--- src/rtl/rmq_pkg.sv ---
`default_nettype none
// ----------------------------------------------------------------------------
// rmq_pkg: shared types and constants for the matrix-to-quaternion block
// Holds the default format constants and the largest-component index type.
// ----------------------------------------------------------------------------
package rmq_pkg;
    localparam int CompWidth = 16;
    localparam int FracBits  = 14;

    typedef enum logic [1:0] {
        IDX_W = 2'd0,
        IDX_X = 2'd1,
        IDX_Y = 2'd2,
        IDX_Z = 2'd3
    } t_idx;
endpackage
`default_nettype wire

--- src/rtl/rmq_front.sv ---
`default_nettype none
// ----------------------------------------------------------------------------
// rmq_front: candidate classification
// Forms the four diagonal candidates, picks the largest, and builds the
// radicand and the three signed off-diagonal terms for the back end.
// ----------------------------------------------------------------------------
module rmq_front #(
    parameter int W = 16,
    parameter int F = 14
) (
    input  wire logic                i_clk,
    input  wire logic                i_rst_n,
    input  wire logic                i_valid,
    input  wire logic signed [W-1:0] i_m00, i_m01, i_m02,
    input  wire logic signed [W-1:0] i_m10, i_m11, i_m12,
    input  wire logic signed [W-1:0] i_m20, i_m21, i_m22,
    output logic                     o_valid,
    output rmq_pkg::t_idx            o_idx,
    output logic        [W+2:0]      o_rad,
    output logic signed [W:0]        o_d0, o_d1, o_d2
);
    import rmq_pkg::*;

    logic signed [W+1:0] c0, c1, c2, c3, best;
    t_idx                idx;
    logic signed [W:0]   a0, a1, a2, s0, s1, s2, t0, t1, t2;
    logic signed [W:0]   n_d0, n_d1, n_d2;

    always_comb begin
        c0 = (W+2)'(i_m00) + (W+2)'(i_m11) + (W+2)'(i_m22);
        c1 = (W+2)'(i_m00) - (W+2)'(i_m11) - (W+2)'(i_m22);
        c2 = (W+2)'(i_m11) - (W+2)'(i_m00) - (W+2)'(i_m22);
        c3 = (W+2)'(i_m22) - (W+2)'(i_m00) - (W+2)'(i_m11);
        best = c0;
        idx  = IDX_W;
        if (c1 > best) begin best = c1; idx = IDX_X; end
        if (c2 > best) begin best = c2; idx = IDX_Y; end
        if (c3 > best) begin best = c3; idx = IDX_Z; end
        a0 = (W+1)'(i_m12) - (W+1)'(i_m21);
        a1 = (W+1)'(i_m20) - (W+1)'(i_m02);
        a2 = (W+1)'(i_m01) - (W+1)'(i_m10);
        s0 = (W+1)'(i_m01) + (W+1)'(i_m10);
        s1 = (W+1)'(i_m20) + (W+1)'(i_m02);
        s2 = (W+1)'(i_m12) + (W+1)'(i_m21);
        t0 = a0; t1 = a1; t2 = a2;
        case (idx)
            IDX_W: begin t0 = a0; t1 = a1; t2 = a2; end
            IDX_X: begin t0 = s0; t1 = s1; t2 = a0; end
            IDX_Y: begin t0 = s0; t1 = s2; t2 = a1; end
            default: begin t0 = s1; t1 = s2; t2 = a2; end
        endcase
        n_d0 = t0; n_d1 = t1; n_d2 = t2;
    end

    always_ff @(posedge i_clk) begin
        if (!i_rst_n) o_valid <= 1'b0;
        else          o_valid <= i_valid;
        o_idx <= idx;
        o_rad <= (W+3)'(unsigned'(best + (W+2)'(1 << F)));
        o_d0  <= n_d0;
        o_d1  <= n_d1;
        o_d2  <= n_d2;
    end
endmodule
`default_nettype wire

--- config.mk ---
export PLATFORM = sky130hd
export DESIGN_NAME = rmq_front
export DESIGN_NICKNAME = d
export VERILOG_FILES = /design/src/rtl/rmq_pkg.sv /design/src/rtl/rmq_front.sv
export SDC_FILE = /design/constraint.sdc
export NUM_CORES = 1
export LEC_CHECK = 0
export ABC_AREA = 1
export BUFFER_PORTS_ARGS = -buffer_cell sky130_fd_sc_hd__buf_4
export CORE_MARGIN = 2
export CORE_UTILIZATION = 40
export DETAILED_ROUTE_END_ITERATION = 8
export MAX_ROUTING_LAYER = met4
export PLACE_DENSITY = 0.63
export SLEW_MARGIN = 40
export SYNTH_ARGS = -nofsm -noshare
export SYNTH_HDL_FRONTEND = slang
export SYNTH_SLANG_ARGS = --single-unit
export TNS_END_PERCENT = 10
--- constraint.sdc ---
create_clock -name i_clk -period 12 [get_ports i_clk]
set_input_delay 1.8 -clock i_clk [delete_from_list [all_inputs] [get_ports i_clk]]
set_output_delay 1.8 -clock i_clk [all_outputs]
set_load 0.01 [all_outputs]
* Yosys cells after proc, flatten, opt, wreduce, memory -nomap -nowiden *
Cells that the tools add are included.
Widths: inputs -> output; s select.

word-level totals
  flip-flop bits (word level) = 72
  latch bits = 0
  memory bits (writable) = 0
  bits in read-only memories = 0
  input port bits = 147
  output and inout port bits = 73
  word-level logic and storage cells = 37
  memories kept = 0

operators by class
  add/subtract/negate cells = 15
  $mul = 0
  div/mod/pow operators = 0
  order comparisons = 3
  equality and inequality tests = 2
  shift operators = 0
  mux-type cells = 9
  bitwise gates (word level) = 0
  reduce and logical (&&, ||, !) cells = 2

operators with widths
  operator                number
  $pmux 17 s2             3
  $sub 16x16->17          6
  $add 16x16->17          4
  $gt 18x18->1            3
  $mux 18                 3
  $sub 17x16->18          3
  $add 17x16->18          1
  $add 18x16->18 const B  1
  $mux 2                  2
  $eq 2x1->1 const B      1
  $eq 2x2->1 const B      1
  $logic_not 2->1         1
  $reduce_or 2->1         1
  $mux 1                  1

* Depth between registers and ports, before layout *
Gate-level depths: netlist of run 1.

  depth after elaboration = 11
  mapped depth = 63
  depth with buffers taken out = 59

* Worst setup path before layout of run 1 *
OpenSTA, ideal clock, no wires.

  path kind = input to register
  from = in i_m00[1]
  to = reg o_d0[10]
  library setup time = 0.075 ns
  data arrival time = 10.300 ns
  data required time = 11.925 ns
  path slack = 1.625 ns
  cell stages on the path = 58
  buffers on the path = 5
  cells stage by stage = inv_1 fa_1 inv_1 ha_1 fa_1 nand2_1 inv_1 nand2_1 nand2_2 nand3_1 nand2_1 a31oi_1 xor2_1 ha_1 nand2_1 inv_1 nand2_1 nor4b_1 [22 not listed] nand3_1 o21bai_1 a31oi_1 a2111oi_0 o221ai_1 a21oi_1 xor2_1 nand2_1 inv_1 clkbuf_1 clkbuf_1 a21oi_1 inv_1 ha_1 clkinv_1 clkbuf_1 a31oi_1 a22oi_2

between the ends
  cells in the longest elaborated chain, start to end = 11
  elaborated cells between the ends (all ways) = 21
  classes of those cells = add/sub (8); order compare (3); eq/ne (2); mux (6); reduce/logical (2)

ends and longest elaborated chain
  element                                                  RTL line                          text
  from (decl)                                              rmq_front.sv:14                   input wire logic signed [W-1:0] i_m00, i_m01, i_m02,
  $sub 16x16->17 / $add 16x16->17 (equally long branches)  rmq_front.sv:31, rmq_front.sv:30
  $sub 17x16->18 / $add 17x16->18 (equally long branches)  rmq_front.sv:31, rmq_front.sv:30
  $gt 18x18->1                                             rmq_front.sv:36                   if (c1 > best) begin best = c1; idx = IDX_X; end
  $mux 18                                                  rmq_front.sv:36
  $gt 18x18->1                                             rmq_front.sv:37                   if (c2 > best) begin best = c2; idx = IDX_Y; end
  $mux 18                                                  rmq_front.sv:37
  $gt 18x18->1                                             rmq_front.sv:38                   if (c3 > best) begin best = c3; idx = IDX_Z; end
  $mux 2 (*)                                               rmq_front.sv:38
  named net idx[0]                                         rmq_front.sv:25                   t_idx idx;
  $eq 2x2->1 / $eq 2x1->1 (equally long branches)          rmq_front.sv:46                   case (idx)
  $reduce_or 2->1 (no line)                                --
  $pmux 17 s2 (*)                                          rmq_front.sv:46
  named net n_d0[10]                                       rmq_front.sv:27                   logic signed [W:0] n_d0, n_d1, n_d2;
  to (signal assigned)                                     rmq_front.sv:60                   o_d0 <= n_d0;
  to (decl)                                                rmq_front.sv:20                   output logic signed [W:0] o_d0, o_d1, o_d2

Mark *: on every way through the listed nets, which the timed path passes. The rest lies on a longest branch.
A chain may end at the register's enable or synchronous reset.

* Worst setup path after layout of run 1 *
  from = in i_m00[3]
  to = reg o_d0[6]

between the ends
  cells in the longest elaborated chain, start to end = 11
  elaborated cells between the ends (all ways) = 21
  classes of those cells = add/sub (8); order compare (3); eq/ne (2); mux (6); reduce/logical (2)

ends and longest elaborated chain
  element                                                  RTL line
  $sub 16x16->17 / $add 16x16->17 (equally long branches)  rmq_front.sv:31, rmq_front.sv:30
  $sub 17x16->18 / $add 17x16->18 (equally long branches)  rmq_front.sv:31, rmq_front.sv:30
  $gt 18x18->1                                             rmq_front.sv:36
  $mux 18                                                  rmq_front.sv:36
  $gt 18x18->1                                             rmq_front.sv:37
  $mux 18                                                  rmq_front.sv:37
  $gt 18x18->1                                             rmq_front.sv:38
  $mux 2 (*)                                               rmq_front.sv:38
  $eq 2x2->1 / $eq 2x1->1 (equally long branches)          rmq_front.sv:46
  $reduce_or 2->1 (no line)                                --
  $pmux 17 s2 (*)                                          rmq_front.sv:46
  named net n_d0[6]                                        rmq_front.sv:27

Marks and branches as above.

==> impl_results.md, run 1 <==
- Least-Margin Pin Slew: 0.6901 ns
- Synth warnings: 0
- Worst Setup Start Kind: primary input
- Worst slew margin: 0.5395
- Worst path arrival time: approximately 11 ns
- Detail Route Antenna Nets: 0
- Ratio of cells with drive above 1 in the final layout: 0.1485
- Final Max Slew Viols: 0
- DR pass1 iterations: 6
- IO Port Bufs: 218
- Type of the worst setup path: in2reg
- Post-layout nets: between 2k and 2.5k
- Routed WL per cell: 16.95 um
- Root Buffer: clkbuf_16
- CP max stage delay: ~0.54 ns
- Most frequent cells in the layout: nand2_1, inv_1, buf_4, ha_1, a21oi_1
- Placed Area: between 0.01 and 0.015 mm2
- Unique masters post-synth: 54
- Total number of vias: about 13k
- Post-CTS Hold Buffers: 0
- Cells after Synth: between 1.5k and 2k
- Unrepaired setup endpoints after global routing: false
- CP bufs+invs: 10
- Die height: 183.6 um
- Max Fclk: around 0.090 GHz
- Final Critical Period: between 10 and 15 ns
- GRT Total Usage: 0.2463
- Worst-path clk slew: roughly 0.060 ns
- Area leader, netlist: ha_1
- TritonCTS Buffers: 9
- Synth top area share: 0.2057
- First-pass GRT wire length: between 60,000 and 70,000 um
- CTS sink cnt: between 70 and 80
- Largest net degree at the start of global routing: slightly below 50
- Die area: 0.03370 mm2
- Max-cap violation count: 0
- Final HPWL DP: between 30,000 and 40,000 um
- Starting Density: 0.4077
- H-tree levels: 3
- Fin. Hold Viols: 0
- Ys async rst share: 0
- Max FO, Critical Path: 31
- Crit path max-delay family: simple AND/OR/NAND/NOR gates
- Sum Neg Setup Slack: 0 ns
- Commonest non-fill, non-tap cell in the layout: nand2_1
- Initial DRC Count: around 710
- Most common cell on crit path: nand2_1
- Area contributors post-synth: ha_1, dfxtp_1, fa_1
- Netlist Area Pre-Place: roughly 0.013 mm2
- Synth-to-Final Area Change: 18.67%
- Worst path slowest cell: fa_1
- Min-Delay Path Class: in2reg
- EDFF count, synth: 0
- Max Root-Sink Buffers: 2
- CTS tree: done
- Critical Path End Type: register
- Vias per cell: 5.180
- IO Count: 220
- Final period utilization: 0.9303
- Site Rows: 65
- Syn Area/Cell: 7.086 um2
- Vias in the first global route: 12.35k
- FF+latch count, synth: 72
- Req. time, crit path: between 10 and 15 ns
- GRT overflow: 0
- Die Span X: around 180 um
- Syn nets: about 2.3k
- Initial antenna violation count: 2
- Main flop type after synthesis: dfxtp_1
- Drt drc: 0
- Core Area: between 0.03 and 0.04 mm2
- Routed wire length: a little over 40,000 um
- Cell area after layout: approximately 0.015 mm2
- Post-synthesis sequential area ratio: 0.1118
- Final setup violation count: 0
- RePlAce Congestion: ~0.97
- Status: finished clean
registers in the layout (all words and copies together) (netlist names):
name,flops
o_rad,18
o_d0,17
o_d1,17
o_d2,17
o_idx,2
o_valid,1
path summary, 6_finish.rpt:
path                  startpoint      end  slack (ns)  cells past startpoint
worst max-delay path    i_m00[3]  o_d0[6]        0.84                     55
worst min-delay path     i_valid  o_valid        1.65                      3
metal layers:
layer  GRT usage  routed length, um  up-vias
met5           -                  0        -
li1            -                  -     6341
met1      0.3061              18200     5788
met3     0.02278               2189       56
met2      0.4231              19790      402
met4     0.07616               1019        0
cell type report:
| type | instances | area, um2 |
|---|---|---|
| clock inverters | 5 | 78.83 |
| repair inverters | 1 | 7.507 |
| well taps | 402 | 503.0 |
| multi-input cells | 1389 | 10100 |
| clock buffers | 11 | 252.7 |
| flip-flops and latches | 72 | 1441 |
| repair buffers | 225 | 1689 |
| diodes | 1 | 2.502 |
| fillers | 3171 | 16330 |
| inverters | 324 | 1226 |
cell usage after synthesis, types with 3 or more instances:
cell type,instances
ha_1,212
nor3_1,13
nand2_1,330
nand3_2,4
o21ai_1,31
o21bai_1,40
a21o_1,9
nand2_2,22
a21oi_2,3
xor2_1,102
buf_2,5
fa_1,72
nor2_2,3
nand4_1,24
nor4_1,4
dfxtp_1,72
inv_2,5
xnor2_1,17
clkbuf_1,26
nor2_1,89
a31oi_1,18
nand3_1,75
a22oi_1,6
o22ai_1,12
o31ai_1,9
a22oi_2,6
o21ai_0,85
inv_1,316
a21oi_1,159
buf_6,4
o221ai_1,15
kinds of logic (layout without fill, tap and decap cells):
logic type	count (synthesis)	in the layout	synth area share
compound gates	403	403	0.1831
xor+xnor	119	119	0.08081
fa+ha+maj	284	284	0.3174
buf+inv	361	566	0.1084
flops	72	72	0.1118
other cells	1	2	0.0002908
simple gates	580	582	0.1983
per-stage QoR:
step	cells	util	setup WS, ns	hold slack [ns]
finish	2430	0.4838	0.8363	1.646
global route	2430	0.4838	0.0009894	1.650
CTS	2423	0.4811	0.3445	1.642
detailed placement	2407	0.4706	0.003116	2.005
global placement	2407	0.4706	0.3589	1.997
floorplan	1820	-	1.625	1.893
timing repair:
item | in CTS | in global routing
setup buffers | 0 | 3
gates resized for setup | 0 | 8
setup endpoints to repair | 0 | 44
Power of run 1 is not shown: default switching activity piles up to over one toggle a cycle in this logic, so the estimate is an artifact.
==> run 2: changes to the inputs <==
Clock period 12 ns to 14.3 ns, I/O delays scaled along.
==> run 2 against run 1 <==
Worst setup slack improved by 1.5 ns. Wire length is 1.6% lower. Largest cell class unchanged. Final area is 0.55% lower. Worst hold slack better by 0.32 ns. Via count down 0.65%. Highest routed layer unchanged. First-iteration DRC count down 8.0%. Sequential share of layout area up 0.052 points. Non-clock buffer count is 5 lower. Critical path depth fell by 1. Global-route usage is 0.22 points lower. Flip-flop and latch count unchanged. Cell count is 0.33% lower.
==> impl_results.md, run 2 (synthesized netlist as in run 1, its figures left out) <==
- Total number of vias: 12.51k (was 12.59k)
- Switch share: 0.5867
- Setup crit start: i_m00[3] (unchanged)
- Most common cell on crit path: nand2_1 (unchanged)
- Power share of the clock group: 0.066
- Logic pwr share: 0.831
- Most frequent cells in the layout: nand2_1, inv_1, buf_4, ha_1, a21oi_1 (unchanged)
- Largest Register: o_rad (unchanged)
- Max reg flops: 18 (unchanged)
- Req. time, crit path: 14.56 ns (was 12.21 ns)
- Final period utilization: 0.8344
- CTS tree: done (unchanged)
- Final WS setup: 2.368 ns (was 0.8363 ns)
- Largest net degree at the start of global routing: 49 (unchanged)
- Status: finished clean (unchanged)
- Site Rows: 65 (unchanged)
- Sequential power share: 0.103
- Pleak: around 8.2 nW
- Layout Cells excl Fill: 2,422 (was 2,430)
- Min-Delay Path Class: in2reg (unchanged)
- Max-cap violation count: 0 (unchanged)
- Maximum vdd drop: roughly 380 uV
- Worst Setup Start Kind: primary input (unchanged)
- First-pass GRT wire length: 62,780 um (was 63,540 um)
- Drt drc: 0 (unchanged)
- GRT overflow: 0 (unchanged)
- Tot Pwr: roughly 4.1 mW
- Post-layout nets: 2,445 (was 2,453)
- IO Count: 220 (unchanged)
- TritonCTS Buffers: 9 (unchanged)
- Detail Route Antenna Nets: 0 (unchanged)
- Root Buffer: clkbuf_16 (unchanged)
- Die area: 0.03370 mm2 (unchanged)
- Vias in the first global route: 12.19k (was 12.35k)
- Die Span X: 183.6 um (unchanged)
- RePlAce Congestion: 0.9875 (was 0.9650)
- Multi-input gate area: 0.01006 mm2 (was 0.01010 mm2)
- GRT Total Usage: 0.2442 (was 0.2463)
- Max Fclk: 0.08381 GHz
- CP max stage delay: 0.54 ns (about the same)
- IO Port Bufs: 218 (unchanged)
- Unrepaired setup endpoints after global routing: false (unchanged)
- Critical path capture point: o_d2[5] (was o_d0[6])
- Final setup violation count: 0 (unchanged)
- Power per cell area: between 200 and 300 mW/mm2
- Initial antenna violation count: 1 (was 2)
- Final HPWL DP: 35,080 um (was 35,100 um)
- Routed wire length: 40,530 um (was 41,190 um)
- Final Max Slew Viols: 0 (unchanged)
- Psw: about 2.4 mW
- H-tree levels: 3 (unchanged)
- Worst slack, placed: 1.490 ns (was 0.003116 ns)
- CTS sink cnt: 72 (unchanged)
- Routed WL per cell: 16.73 um (was 16.95 um)
- Worst-path clk slew: 0.07 ns (was 0.06 ns)
- Die height: 183.6 um (unchanged)
- Vias per cell: 5.163 (was 5.180)
- Least-Margin Pin Slew: 0.7731 ns (was 0.6901 ns)
- Placed Cells: 2,405 (was 2,407)
- Setup Fix Bufs, Post-CTS: 0 (unchanged)
- Starting Density: 0.4077 (unchanged)
- DR pass1 iterations: 8 (was 6)
- Filler instances: 3,236 (was 3,171)
- Max FO, Critical Path: 36 (was 31)
- Worst path slowest cell: fa_1 (unchanged)
- Final Critical Period: 11.93 ns
- Post-CTS Hold Buffers: 0 (unchanged)
- FF/Latch Area: 0.001441 mm2 (unchanged)
- Fin. Hold Viols: 0 (unchanged)
- Critical Path End Type: register (unchanged)
- Core Area: 0.03164 mm2 (unchanged)
- Sum Neg Setup Slack: 0 ns (unchanged)
- Max Root-Sink Buffers: 2 (unchanged)
- Commonest non-fill, non-tap cell in the layout: nand2_1 (unchanged)
- Type of the worst setup path: in2reg (unchanged)
- Ratio of cells with drive above 1 in the final layout: 0.1431 (was 0.1485)
- Int Power: 1.706 mW
- Worst slew margin: 0.4841 (was 0.5395)
- Worst path arrival time: 12.19 ns (was 11.37 ns)
- Initial DRC Count: 656 (was 713)
- Post-CTS sizing: 0 (unchanged)
- Synth-to-Final Area Change: 18.01% (was 18.67%)
## run 2: changes by cell type in the layout (fill, tap and decap cells not counted), sizes merged
cell      before  now
inv          321  323
buf          225  220
clkbuf        11    9
nand3         83   81
bufinv         2    3
clkinvlp       3    1
## run 2: cell type report
cell class,count,share of cell area
clock buffer,9,0.01480
clock inverter,7,0.007892
sequential,72,0.09470
multi-input combinational,1387,0.6608
inverter,324,0.08007
timing repair buffer,220,0.1085
tap,402,0.03305
antenna,1,0.0001644
## run 2: worst min path at each step
stage                     depth (start not counted)  startpoint  endpoint
final                                             3     i_valid   o_valid
after global routing                              3     i_valid   o_valid
after CTS                                         3     i_valid   o_valid
after detailed placement                          3     i_valid   o_valid
after global placement                            3     i_valid   o_valid
after floorplan                                   2     i_valid   o_valid
## run 2: through the flow
stage,utilization,instance area [um2],hold WS (ns)
CTS,0.4810,15220,1.962
detailed placement,0.4701,14870,2.331
floorplan,-,12900,2.238
finish,0.4811,15220,1.969
global route,0.4811,15220,1.987
global placement,0.4701,14870,2.332
## run 2: critical path: cells and delay by family
| kind | cells | cell delay (ns) |
|---|---|---|
| AO/OA/AOI/OAI | 15 | 2.85 |
| buffers and inverters | 10 | 1.63 |
| adder cells (fa/ha/maj) | 6 | 2.33 |
| XOR/XNOR | 1 | 0.08 |
| AND/OR/NAND/NOR | 22 | 3.09 |
## run 2: power groups by stage
| stage | logic [mW] | registers (mW) | clock network (mW) |
|---|---|---|---|
| 2_1_floorplan | 2.37 | 0.455 | 0 |
| 3_3_place_gp | 3.37 | 0.429 | 0 |
| 3_5_place_dp | 3.40 | 0.429 | 0 |
| 4_1_cts | 3.42 | 0.425 | 0.277 |
| 5_1_grt | 3.82 | 0.431 | 0.287 |
| 6_report | 3.43 | 0.425 | 0.273 |
## run 2: routing by layer
layer,track usage,part of all wire,routed length [um]
met5,-,0,0
met4,0.06400,0.021,858
met3,0.03110,0.053,2164
met2,0.4172,0.48,19410
met1,0.3043,0.45,18090
(Power assumes the default switching activity.)
==> run 3: changes to the inputs <==
Settings changed: PLACE_DENSITY 0.63 to 0.65.
Clock period 14.3 ns to 9.95 ns, I/O delays scaled along.
==> run 3 against run 2 <==
Die area did not move. Flip-flop and latch count did not move. Wire length rose by 4.3%. Utilization rose by 2.8 points. Largest cell class unchanged. Worst hold slack got worse by 0.64 ns. Clock-buffer cell count rose by 4.
==> impl_results.md, run 3 (synthesized netlist as in run 1, its figures left out) <==
- Status: finished clean (unchanged)
- Type of the worst setup path: in2reg (unchanged)
- Most common cell on crit path: nand2_1 (unchanged)
- CP max stage delay: 0.55 ns (was 0.54 ns)
- Max reg flops: 18 (unchanged)
- First-pass GRT wire length: 65,380 um (was 62,780 um)
- H-tree levels: 3 (unchanged)
- Die height: 183.6 um (unchanged)
- Worst path slowest cell: fa_1 (unchanged)
- Least-Margin Pin Slew: 0.7742 ns (was 0.7731 ns)
- Vias per cell: 5.162 (was 5.163)
- Max FO, Critical Path: 11 (was 36)
- Crit path max-delay family: simple AND/OR/NAND/NOR gates (unchanged)
- Vias in the first global route: 12.62k (was 12.19k)
- Initial DRC Count: 797 (was 656)
- Final Critical Period: roughly 9.5 ns
- Max-cap violation count: 0 (unchanged)
- GRT overflow: 0 (unchanged)
- DR pass1 iterations: 5 (was 8)
- Routed wire length: 42,280 um (was 40,530 um)
- Setup crit start: i_m00[1] (was i_m00[3])
- Filler instances: 3,209 (was 3,236)
- Cell area after layout: 0.01611 mm2 (was 0.01522 mm2)
- Routed WL per cell: 16.90 um (was 16.73 um)
- Largest Register: o_rad (unchanged)
- IO Port Bufs: 218 (unchanged)
- Worst slew margin: 0.4833 (was 0.4841)
- GRT Total Usage: 0.2521 (was 0.2442)
- Post-layout nets: 2,524 (was 2,445)
- Most frequent cells in the layout: nand2_1, inv_1, buf_4, ha_1, a21oi_1 (unchanged)
- Max Root-Sink Buffers: 2 (unchanged)
- Req. time, crit path: 10.17 ns (was 14.56 ns)
- Worst path arrival time: 9.75 ns (was 12.19 ns)
- TritonCTS Buffers: 9 (unchanged)
- Worst-path clk slew: 0.06 ns (was 0.07 ns)
- Final period utilization: 0.9584
- Final Max Slew Viols: 0 (unchanged)
- Root Buffer: clkbuf_16 (unchanged)
- Largest net degree at the start of global routing: 49 (unchanged)
- Critical Path End Type: register (unchanged)
- RePlAce Congestion: 0.9687 (was 0.9875)
- Post-CTS Hold Buffers: 0 (unchanged)
- Final HPWL DP: 35,960 um (was 35,080 um)
- Final setup violation count: 0 (unchanged)
- Starting Density: 0.4077 (unchanged)
- Commonest non-fill, non-tap cell in the layout: nand2_1 (unchanged)
- Worst Setup Start Kind: primary input (unchanged)
- Min-Delay Path Class: in2reg (unchanged)
- Core Area: 0.03164 mm2 (unchanged)
- IO Count: 220 (unchanged)
- Die area: 0.03370 mm2 (unchanged)
- Synth-to-Final Area Change: 24.89% (was 18.01%)
- Detail Route Antenna Nets: 0 (unchanged)
- CP bufs+invs: 14 (was 10)
- Max Fclk: ~0.10 GHz
- Fin. Hold Viols: 0 (unchanged)
- Ratio of cells with drive above 1 in the final layout: 0.1983 (was 0.1431)
- Die Span X: 183.6 um (unchanged)
- Total number of vias: 12.91k (was 12.51k)
- Hold Path Origin: i_valid (unchanged)
- CTS sink cnt: 72 (unchanged)
- Site Rows: 65 (unchanged)
- CTS tree: done (unchanged)
- Drt drc: 0 (unchanged)
- Placed Area: 0.01541 mm2 (was 0.01487 mm2)
- Initial antenna violation count: 2 (was 1)
## run 3: changes by cell type in the layout (fill, tap and decap cells not counted), moves of 7 or more
cell     before  now
buf_4       220  286
o21ai_0      85   70
ha_1        212  202
nand2_1     330  322
nand2_2      22   30
o21ai_1      31   39
o21ai_2       0    7
## run 3: path summary, 6_finish.rpt
| path | slack (ns) | depth (start not counted) | endpoint |
|---|---|---|---|
| max | 0.41 | 57 | o_d0[10] |
| min | 1.33 | 3 | o_valid |
## run 3: layout make-up
| cell class | instances | area (um2) | share of cell area |
|---|---|---|---|
| diodes | 1 | 2.502 | 0.0001554 |
| clock buffers | 13 | 250.2 | 0.01554 |
| clock inverters | 3 | 17.52 | 0.001087 |
| inverters | 324 | 1226 | 0.07612 |
| multi-input cells | 1389 | 10340 | 0.6422 |
| flip-flops and latches | 72 | 1441 | 0.08948 |
| well taps | 402 | 503.0 | 0.03123 |
| repair buffers | 297 | 2322 | 0.1442 |
## run 3: repair_timing
| item | CTS | global route |
|---|---|---|
| hold endpoints to repair | 0 | 0 |
| buffers inserted | 0 | 11 |
| endpoints found under the setup margin | 1 | 68 |
| pin swaps | 0 | 23 |
| gates resized for setup | 1 | 76 |
| gates cloned | 0 | 3 |
## run 3: metrics by stage
stage	utilization	hold slack [ns]	instances	setup TNS (ns)	worst slack, ns
5_1_grt	0.5092	1.347	2501	-1.282	-0.1001
4_1_cts	0.4957	1.327	2486	0	0.04232
3_3_place_gp	0.4872	1.681	2470	-0.2745	-0.07985
6_report	0.5092	1.333	2501	0	0.4144
2_1_floorplan	-	1.586	1820	0	0.05042
3_5_place_dp	0.4872	1.685	2470	-4.855	-0.3291
## run 3: per-layer routing
layer	GRT usage	share of wire
met5	-	0
met4	0.05856	0.022
met3	0.02496	0.055
met2	0.4251	0.48
met1	0.3261	0.45
Power of run 3 is left out for the same reason.
